`config.mk`:
```
export PLATFORM = sky130hd
export DESIGN_NAME = scan_merge_best_signal_table
export DESIGN_NICKNAME = d
export VERILOG_FILES = /design/src/rtl/core/smbst_pkg.sv /design/src/rtl/core/smbst_cmp.sv /design/src/rtl/core/smbst_entry_ram.sv /design/src/rtl/core/scan_merge_best_signal_table.sv
export SDC_FILE = /design/constraint.sdc
export NUM_CORES = 2
export LEC_CHECK = 0
export BUFFER_PORTS_ARGS = -buffer_cell sky130_fd_sc_hd__buf_2
export CORE_MARGIN = 1.5
export CORE_UTILIZATION = 25
export CTS_CLUSTER_SIZE = 16
export DETAILED_ROUTE_END_ITERATION = 10
export HOLD_SLACK_MARGIN = 0.15
export SLEW_MARGIN = 10
export SYNTH_ARGS = -nofsm -noshare
export SYNTH_HDL_FRONTEND = slang
export SYNTH_SLANG_ARGS = --single-unit
```
`constraint.sdc`:
```
create_clock -name clock -period 18.9 [get_ports clock]
set_input_delay 3.78 -clock clock [delete_from_list [all_inputs] [get_ports clock]]
set_output_delay 3.78 -clock clock [all_outputs]
set_load 0.01 [all_outputs]
```
`src/rtl/core/smbst_pkg.sv`:
```
// ----------------------------------------------------------------------------
// smbst_pkg
// Types and codes shared by the scan table modules.
// ----------------------------------------------------------------------------
package smbst_pkg;

   localparam int ADDR_W = 48;
   localparam int STR_W  = 8;
   localparam int CHAN_W = 8;

   // command codes
   localparam logic [1:0] CMD_CLEAR  = 2'd0;
   localparam logic [1:0] CMD_INSERT = 2'd1;
   localparam logic [1:0] CMD_FINISH = 2'd2;

   typedef struct packed {
      logic [ADDR_W-1:0]       addr;
      logic signed [STR_W-1:0] strength;
      logic [CHAN_W-1:0]       channel;
      logic                    match;
   } entry_type;

   // compare unit result: a vs b
   typedef struct packed {
      logic addr_eq;
      logic str_gt;
      logic str_eq;
   } cmp_res_type;

   typedef enum logic [2:0] {
      ST_IDLE = 3'b001,
      ST_INS  = 3'b010,
      ST_SORT = 3'b100
   } state_type;

endpackage

```
`src/rtl/core/smbst_cmp.sv`:
```
// ----------------------------------------------------------------------------
// smbst_cmp
// Shared compare unit: address equality and signed strength order.
// ----------------------------------------------------------------------------
module smbst_cmp import smbst_pkg::*; (
   input  logic [ADDR_W-1:0]       addr_a,
   input  logic [ADDR_W-1:0]       addr_b,
   input  logic signed [STR_W-1:0] str_a,
   input  logic signed [STR_W-1:0] str_b,
   output cmp_res_type             res
);

   always_comb begin
      res.addr_eq = (addr_a == addr_b);
      res.str_gt  = (str_a > str_b);
      res.str_eq  = (str_a == str_b);
   end

endmodule

```
`src/rtl/core/smbst_entry_ram.sv`:
```
// ----------------------------------------------------------------------------
// smbst_entry_ram
// Entry store: one write port, one registered read port.
// ----------------------------------------------------------------------------
module smbst_entry_ram import smbst_pkg::*; #(
   parameter int DEPTH = 32,
   parameter int IDX_W = 5
) (
   input  logic             clock,
   input  logic             wr_en,
   input  logic [IDX_W-1:0] wr_addr,
   input  entry_type        wr_data,
   input  logic [IDX_W-1:0] rd_addr,
   output entry_type        rd_data
);

   entry_type mem_ff [DEPTH];
   entry_type rd_data_ff;

   always_ff @(posedge clock) begin
      if (wr_en) begin
         mem_ff[wr_addr] <= wr_data;
      end
      rd_data_ff <= mem_ff[rd_addr];
   end

   assign rd_data = rd_data_ff;

endmodule

```
`src/rtl/core/scan_merge_best_signal_table.sv`:
```
// ----------------------------------------------------------------------------
// scan_merge_best_signal_table: best-signal scan table, one compare unit
// Clear: resets the entry count. Insert: scans the N stored entries, ending early
//   on an address match, through the single read port, one entry per cycle.
// Finish: (D+1) scans of the entries, D = distinct strengths; results strobe
//   during the scans, no stall possible. Empty table: one result next cycle.
// One item at a time: the next one is taken in the cycle busy drops.
// Reset clears the entry count and control only; entries need no clearing.
// ----------------------------------------------------------------------------
module scan_merge_best_signal_table import smbst_pkg::*; #(
   parameter int TABLE_DEPTH = 32
) (
   input  logic                    clock,
   input  logic                    reset,
   input  logic                    start,
   output logic                    busy,
   input  logic [1:0]              req_command,
   input  logic [ADDR_W-1:0]       req_station_address,
   input  logic signed [STR_W-1:0] req_signal_strength,
   input  logic [CHAN_W-1:0]       req_radio_channel,
   input  logic                    req_name_matches,
   output logic                    rsp_strobe,
   output logic                    rsp_entry_valid,
   output logic [ADDR_W-1:0]       rsp_out_address,
   output logic signed [STR_W-1:0] rsp_out_strength,
   output logic [CHAN_W-1:0]       rsp_out_channel,
   output logic                    rsp_out_name_matches,
   output logic                    rsp_last_entry
);

   localparam int CNT_W = $clog2(TABLE_DEPTH + 1);
   localparam int IDX_W = (TABLE_DEPTH > 1) ? $clog2(TABLE_DEPTH) : 1;

   // sequencer state
   state_type             state_ff, state_in;
   entry_type             req_ff, req_in;        // latched item
   logic [CNT_W-1:0]      count_ff, count_in;    // valid entries
   logic [CNT_W-1:0]      issue_ff, issue_in;    // next read address
   logic                  chk_vld_ff, chk_vld_in; // read data in flight
   logic [IDX_W-1:0]      chk_idx_ff, chk_idx_in;
   logic [CNT_W-1:0]      emit_ff, emit_in;      // results sent this run

   // sort pass: level being emitted, best strength found below it
   logic signed [STR_W-1:0] lvl_ff, lvl_in;
   logic                    lvl_vld_ff, lvl_vld_in;
   logic signed [STR_W-1:0] nxt_ff, nxt_in;
   logic                    nxt_vld_ff, nxt_vld_in;

   // output stage
   logic      rsp_strobe_ff, rsp_strobe_in;
   logic      rsp_valid_ff, rsp_valid_in;
   logic      rsp_last_ff, rsp_last_in;
   entry_type rsp_entry_ff, rsp_entry_in;

   // memory and compare unit hookup
   logic             wr_en;
   logic [IDX_W-1:0] wr_addr;
   entry_type        rd_data;
   cmp_res_type      cmp_res;
   logic signed [STR_W-1:0] cmp_str_a;

   logic scan_done;
   logic issue_go;

   smbst_entry_ram #(
      .DEPTH (TABLE_DEPTH),
      .IDX_W (IDX_W)
   ) u_ram (
      .clock   (clock),
      .wr_en   (wr_en),
      .wr_addr (wr_addr),
      .wr_data (req_ff),
      .rd_addr (issue_ff[IDX_W-1:0]),
      .rd_data (rd_data)
   );

   // insert: new strength vs stored; sort: level vs stored
   assign cmp_str_a = (state_ff == ST_SORT) ? lvl_ff : req_ff.strength;

   smbst_cmp u_cmp (
      .addr_a (req_ff.addr),
      .addr_b (rd_data.addr),
      .str_a  (cmp_str_a),
      .str_b  (rd_data.strength),
      .res    (cmp_res)
   );

   assign busy      = (state_ff != ST_IDLE);
   assign issue_go  = (issue_ff < count_ff);
   assign scan_done = !chk_vld_ff && (issue_ff == count_ff);

   always_comb begin
      state_in      = state_ff;
      req_in        = req_ff;
      count_in      = count_ff;
      issue_in      = issue_ff;
      chk_vld_in    = 1'b0;
      chk_idx_in    = chk_idx_ff;
      emit_in       = emit_ff;
      lvl_in        = lvl_ff;
      lvl_vld_in    = lvl_vld_ff;
      nxt_in        = nxt_ff;
      nxt_vld_in    = nxt_vld_ff;
      rsp_strobe_in = 1'b0;
      rsp_last_in   = 1'b0;
      rsp_valid_in  = rsp_valid_ff;
      rsp_entry_in  = rsp_entry_ff;
      wr_en         = 1'b0;
      wr_addr       = chk_idx_ff;

      // scan front end shared by insert and sort: one read per cycle
      if (state_ff != ST_IDLE && issue_go) begin
         chk_vld_in = 1'b1;
         chk_idx_in = issue_ff[IDX_W-1:0];
         issue_in   = issue_ff + CNT_W'(1);
      end

      case (state_ff)
         ST_IDLE: begin
            if (start) begin
               case (req_command)
                  CMD_CLEAR: begin
                     count_in = '0;
                  end
                  CMD_INSERT: begin
                     req_in.addr     = req_station_address;
                     req_in.strength = req_signal_strength;
                     req_in.channel  = req_radio_channel;
                     req_in.match    = req_name_matches;
                     issue_in        = '0;
                     state_in        = ST_INS;
                  end
                  CMD_FINISH: begin
                     if (count_ff == '0) begin
                        // empty table: one invalid result, all fields zero
                        rsp_strobe_in = 1'b1;
                        rsp_valid_in  = 1'b0;
                        rsp_last_in   = 1'b1;
                        rsp_entry_in  = '0;
                     end else begin
                        issue_in   = '0;
                        emit_in    = '0;
                        lvl_vld_in = 1'b0;
                        nxt_vld_in = 1'b0;
                        state_in   = ST_SORT;
                     end
                  end
                  default: begin
                  end
               endcase
            end
         end

         ST_INS: begin
            if (chk_vld_ff && cmp_res.addr_eq) begin
               // known address: replace only when strictly stronger
               if (cmp_res.str_gt) begin
                  wr_en   = 1'b1;
                  wr_addr = chk_idx_ff;
               end
               state_in = ST_IDLE;
            end else if (scan_done) begin
               // new address: append if room, else drop
               if (count_ff < CNT_W'(TABLE_DEPTH)) begin
                  wr_en    = 1'b1;
                  wr_addr  = count_ff[IDX_W-1:0];
                  count_in = count_ff + CNT_W'(1);
               end
               state_in = ST_IDLE;
            end
         end

         ST_SORT: begin
            if (chk_vld_ff) begin
               // entries at the current level go out in index order
               if (lvl_vld_ff && cmp_res.str_eq) begin
                  rsp_strobe_in = 1'b1;
                  rsp_valid_in  = 1'b1;
                  rsp_entry_in  = rd_data;
                  rsp_last_in   = ((emit_ff + CNT_W'(1)) == count_ff);
                  emit_in       = emit_ff + CNT_W'(1);
               end
               // track strongest value below the level (first pass: overall max)
               if ((!lvl_vld_ff || cmp_res.str_gt) &&
                   (!nxt_vld_ff || (rd_data.strength > nxt_ff))) begin
                  nxt_in     = rd_data.strength;
                  nxt_vld_in = 1'b1;
               end
            end else if (scan_done) begin
               if (emit_ff == count_ff) begin
                  state_in = ST_IDLE;
               end else begin
                  lvl_in     = nxt_ff;
                  lvl_vld_in = 1'b1;
                  nxt_vld_in = 1'b0;
                  issue_in   = '0;
               end
            end
         end

         default: begin
            state_in = ST_IDLE;
         end
      endcase
   end

   always_ff @(posedge clock) begin
      if (reset) begin
         state_ff      <= ST_IDLE;
         count_ff      <= '0;
         issue_ff      <= '0;
         chk_vld_ff    <= 1'b0;
         emit_ff       <= '0;
         lvl_vld_ff    <= 1'b0;
         nxt_vld_ff    <= 1'b0;
         rsp_strobe_ff <= 1'b0;
         rsp_last_ff   <= 1'b0;
      end else begin
         state_ff      <= state_in;
         count_ff      <= count_in;
         issue_ff      <= issue_in;
         chk_vld_ff    <= chk_vld_in;
         emit_ff       <= emit_in;
         lvl_vld_ff    <= lvl_vld_in;
         nxt_vld_ff    <= nxt_vld_in;
         rsp_strobe_ff <= rsp_strobe_in;
         rsp_last_ff   <= rsp_last_in;
      end
   end

   // payload registers, no reset needed
   always_ff @(posedge clock) begin
      req_ff       <= req_in;
      chk_idx_ff   <= chk_idx_in;
      lvl_ff       <= lvl_in;
      nxt_ff       <= nxt_in;
      rsp_valid_ff <= rsp_valid_in;
      rsp_entry_ff <= rsp_entry_in;
   end

   assign rsp_strobe           = rsp_strobe_ff;
   assign rsp_entry_valid      = rsp_valid_ff;
   assign rsp_out_address      = rsp_entry_ff.addr;
   assign rsp_out_strength     = rsp_entry_ff.strength;
   assign rsp_out_channel      = rsp_entry_ff.channel;
   assign rsp_out_name_matches = rsp_entry_ff.match;
   assign rsp_last_entry       = rsp_last_ff;

endmodule

```
==> results.md <==
- Status: finished, final reports clean
- Combinational share of power: less than 1%
- First drt pass iteration count: 5
- XOR/XNOR share of the synthesized area: 0.636%
- Initial Util: 25.2%
- Post-synth EDFFs: ~2200
- IO Port Bufs: 138
- Final Hold Fails: 0
- Post-CTS Hold Buffers: 0
- Total track usage: around an eighth
- Cells after Synth: 3714
- Wirelength per Cell: roughly 27 um
- Reg clk slew, reported paths: 0.06 ns
- NumNets Final: 4137
- Max-slew violations: 0
- Die H: 597 um
- Slew headroom: 14.3%
- Layout cell share with drive strength beyond 1: around 33%
- Syn Nets: around 3800
- Most used cell, CP: nand2_1
- Post-cts resize count: 0
- Drc violations: 0
- CTS Root Cell: clkbuf_16
- Commonest cells after routing, fill and taps aside: edfxtp_1 (2232), mux4_2 (650), clkbuf_16 (234), buf_2 (138), buf_4 (128)
- CP max-delay cell: dfxtp_4
- RePlAce Congestion: 0.784
- Leak: 0.0307 uW
- Core ar.: 350000 sq um
- Largest family of logic cells by synthesized area: multiplexers
- Vias: 41113
- # setup viols final: 0
- Commonest non-fill, non-tap cell in the layout: edfxtp_1
- Met1 Track Usage GR: 17.1%
- P&R area growth vs syn: 16.9%
- CP peak stage delay: 0.92 ns
- Vias in the first global route: around 42000
- Sw power: 2030 uW
- Sequential area share after synthesis: between 70% and 80%
- Switching part of the total: about a fifth
- Post-synthesis mux area share: 17.5%
- Clock share of power: 44.6%
- Setup ws final: about 12 ns
- Min cycle time layout: 6.60 ns
- IO Pins: 139
- Worst setup EP type: flop
- Clk_lat worst skew: between 0.8 and 0.9 ns
- Pin count of the biggest net entering global routing: 140
- RR Startpoint: state_ff[2]
- Post-layout util: 29.4%
- Critical path peak fanout: just under 60
- Deepest clock path buffer count: 3
- Post-DRT Antenna Nets: 0
- Synth Area in Simple Gates: under 10%
- Worst-Margin Slew: 1.29 ns
- Clock Skew: ~0.084 ns
- Max VDD drop: 0.0889 mV
- Die ar.: 356000 sq um
- FMAX: 151 MHz
- Pre-CTS setup slack: 12.32 ns
- First-pass GRT wire length: ~330 mm
- Unique cell type count in the Yosys netlist: 61
- Post-synthesis compound-gate area fraction: 0.649%
- DRT Wirelength: 236 mm
- Hold endpoint: lvl_ff[2]
- Met2 usage: between 20% and 30%
- TritonCTS clock tree: done
- Worst setup path class: flop to flop
- CP cell instances: nand2_1 -> inv_2 -> nand2_1 -> nand2_1 -> ha_1 -> nand4_1 -> nor2_1 -> a21oi_1 -> and3_1 -> o21ai_1 -> o22ai_4 -> buf_4 -> buf_4
- Synthesized cell area: 88100 sq um
- Synth Warn #: 0
- Initial antenna violation count: 21
- RSZ-0062 raised after global routing: false
- Postcts setup bufs: 0
- Crit share post-route: 34.9%
- Sequential power share: 54.6%
- CTS Sinks: around 2300
- Power per cell area: between 100 and 150 nW/um^2
- Syn Area/Cell: 23.7 sq um
- FFs w/ async S/R, synth: 0%
- Die X: 597 um
- Met3 global-route usage: 2.10%
- Hold path depth: 0
- Post-DP HPWL: 132 mm
- DR iter-0 viols: 5045
- Maxcap violations: 0
- Hold WS: between 0.4 and 0.5 ns
- Row Count: 217
- Startpoint kind of the worst setup timing path: flop
- Seq cells post-synth: 2323
- DR vias/cell: 4.65
- # H-tree levels: 4
- Cts bufs inserted: 231
- Overflow after GRT: 0
- FF-to-FF End: u_ram.mem_ff[12][60]
- Hold Crit Start: nxt_ff[2]
- Flop2flop setup slack: 12.30 ns
- Register-to-Register Path Depth: 13
- Hold WC Path Type: flop to flop
- Worst Path Required: 19.33 ns
- Arrival time worst endpoint: 7.03 ns
- Adder-Cell Fraction of Synth Area: 0.412%
- Busiest grt layer: met2
- Fin Setup TNS: 0 ns
- Primary FF master, synth: edfxtp_1
- Cell Int Power: just over 8000 uW
==> metal layers <==
layer / vias to the layer above / routed length [um]
met1: 22640 / 96300
met3: 292 / 14600
met4: 10 / 5130
met5: - / 59
li1: 16547 / -
met2: 1624 / 120000
==> flip-flops by register name, summed over array words and instances, names as in the netlist, 8 cells and up <==
register,cells
lvl_ff,8
rsp_out_strength,8
req_ff,65
u_ram.mem_ff,2080
rsp_out_channel,8
rsp_out_address,48
u_ram.rd_data,65
nxt_ff,8
==> through the flow <==
| stage | cell area [sq um] | total power, uW | std cells |
|---|---|---|---|
| finish | 103000 | 10300 | 8845 |
| global route | 103000 | 10600 | 8840 |
| CTS | 103000 | 10400 | 8837 |
| detailed placement | 95300 | 5830 | 8402 |
| global placement | 95300 | 5830 | 8402 |
| floorplan | 88100 | 5770 | 3714 |
==> cell families after synthesis <==
logic type | Yosys count
and+or+nand+nor | 270
DFF | 2323
xor gates and xnor gates | 64
muxes | 717
buffers and inverters | 223
AOI/OAI and AO/OA | 88
adders and majority gates | 29
==> cell type report <==
cell class / instances / area [sq um]
clock inverters: 124 / 1310
repair buffers: 272 / 1770
multi-input cells: 1168 / 18800
diodes: 6 / 15.0
inverters: 42 / 163
well taps: 4599 / 5750
flip-flops and latches: 2323 / 68900
fillers: 33477 / 247000
clock buffers: 311 / 6320
==> cells in the mapped netlist (all sizes together) (4+ instances only) <==
library cell	n	share of area, %
inv	41	0.17
a21oi	19	0.11
xnor2	24	0.24
nor4b	4	0.040
nand2b	17	0.12
dfxtp	91	2.1
edfxtp	2232	76
nor3	8	0.045
nand2	48	0.20
buf	74	0.41
mux2	65	0.83
xor2	40	0.40
ha	29	0.41
nor2b	7	0.050
nor2	43	0.18
clkbuf	107	0.46
nand3	25	0.14
o22ai	31	0.22
nand4	20	0.14
nor4	15	0.11
o21ai	13	0.074
and3	60	0.43
a21o	4	0.034
nand4b	4	0.040
mux4	650	17
==> worst max-delay path by stage <==
stage	startpoint	end	slack, ns	cells past startpoint
after floorplan	req_command[0]	rsp_last_entry	12.71	6
after global placement	state_ff[2]	u_ram.mem_ff[12][49]	12.29	13
after detailed placement	state_ff[2]	u_ram.mem_ff[12][57]	12.32	13
after CTS	state_ff[2]	u_ram.mem_ff[12][60]	12.21	13
after global routing	state_ff[2]	u_ram.mem_ff[12][60]	12.05	12
final	state_ff[2]	u_ram.mem_ff[12][60]	12.30	13
==> power groups by stage <==
stage / registers (uW) / logic, uW / clock network, uW
finish: 5630 / 85.2 / 4600
global route: 5630 / 92.4 / 4880
CTS: 5630 / 87.4 / 4680
detailed placement: 5740 / 87.3 / 0
global placement: 5740 / 85.9 / 0
floorplan: 5740 / 21.6 / 0
==> critical path, delay by kind of cell (launching register included) <==
kind	cells	cell delay, ns
AO/OA/AOI/OAI	3	1.40
adder cells (fa/ha/maj)	1	0.26
buffers and inverters	3	1.77
flip-flops	1	0.92
AND/OR/NAND/NOR	6	1.75
Note: power is estimated with default switching activity, not from simulation.
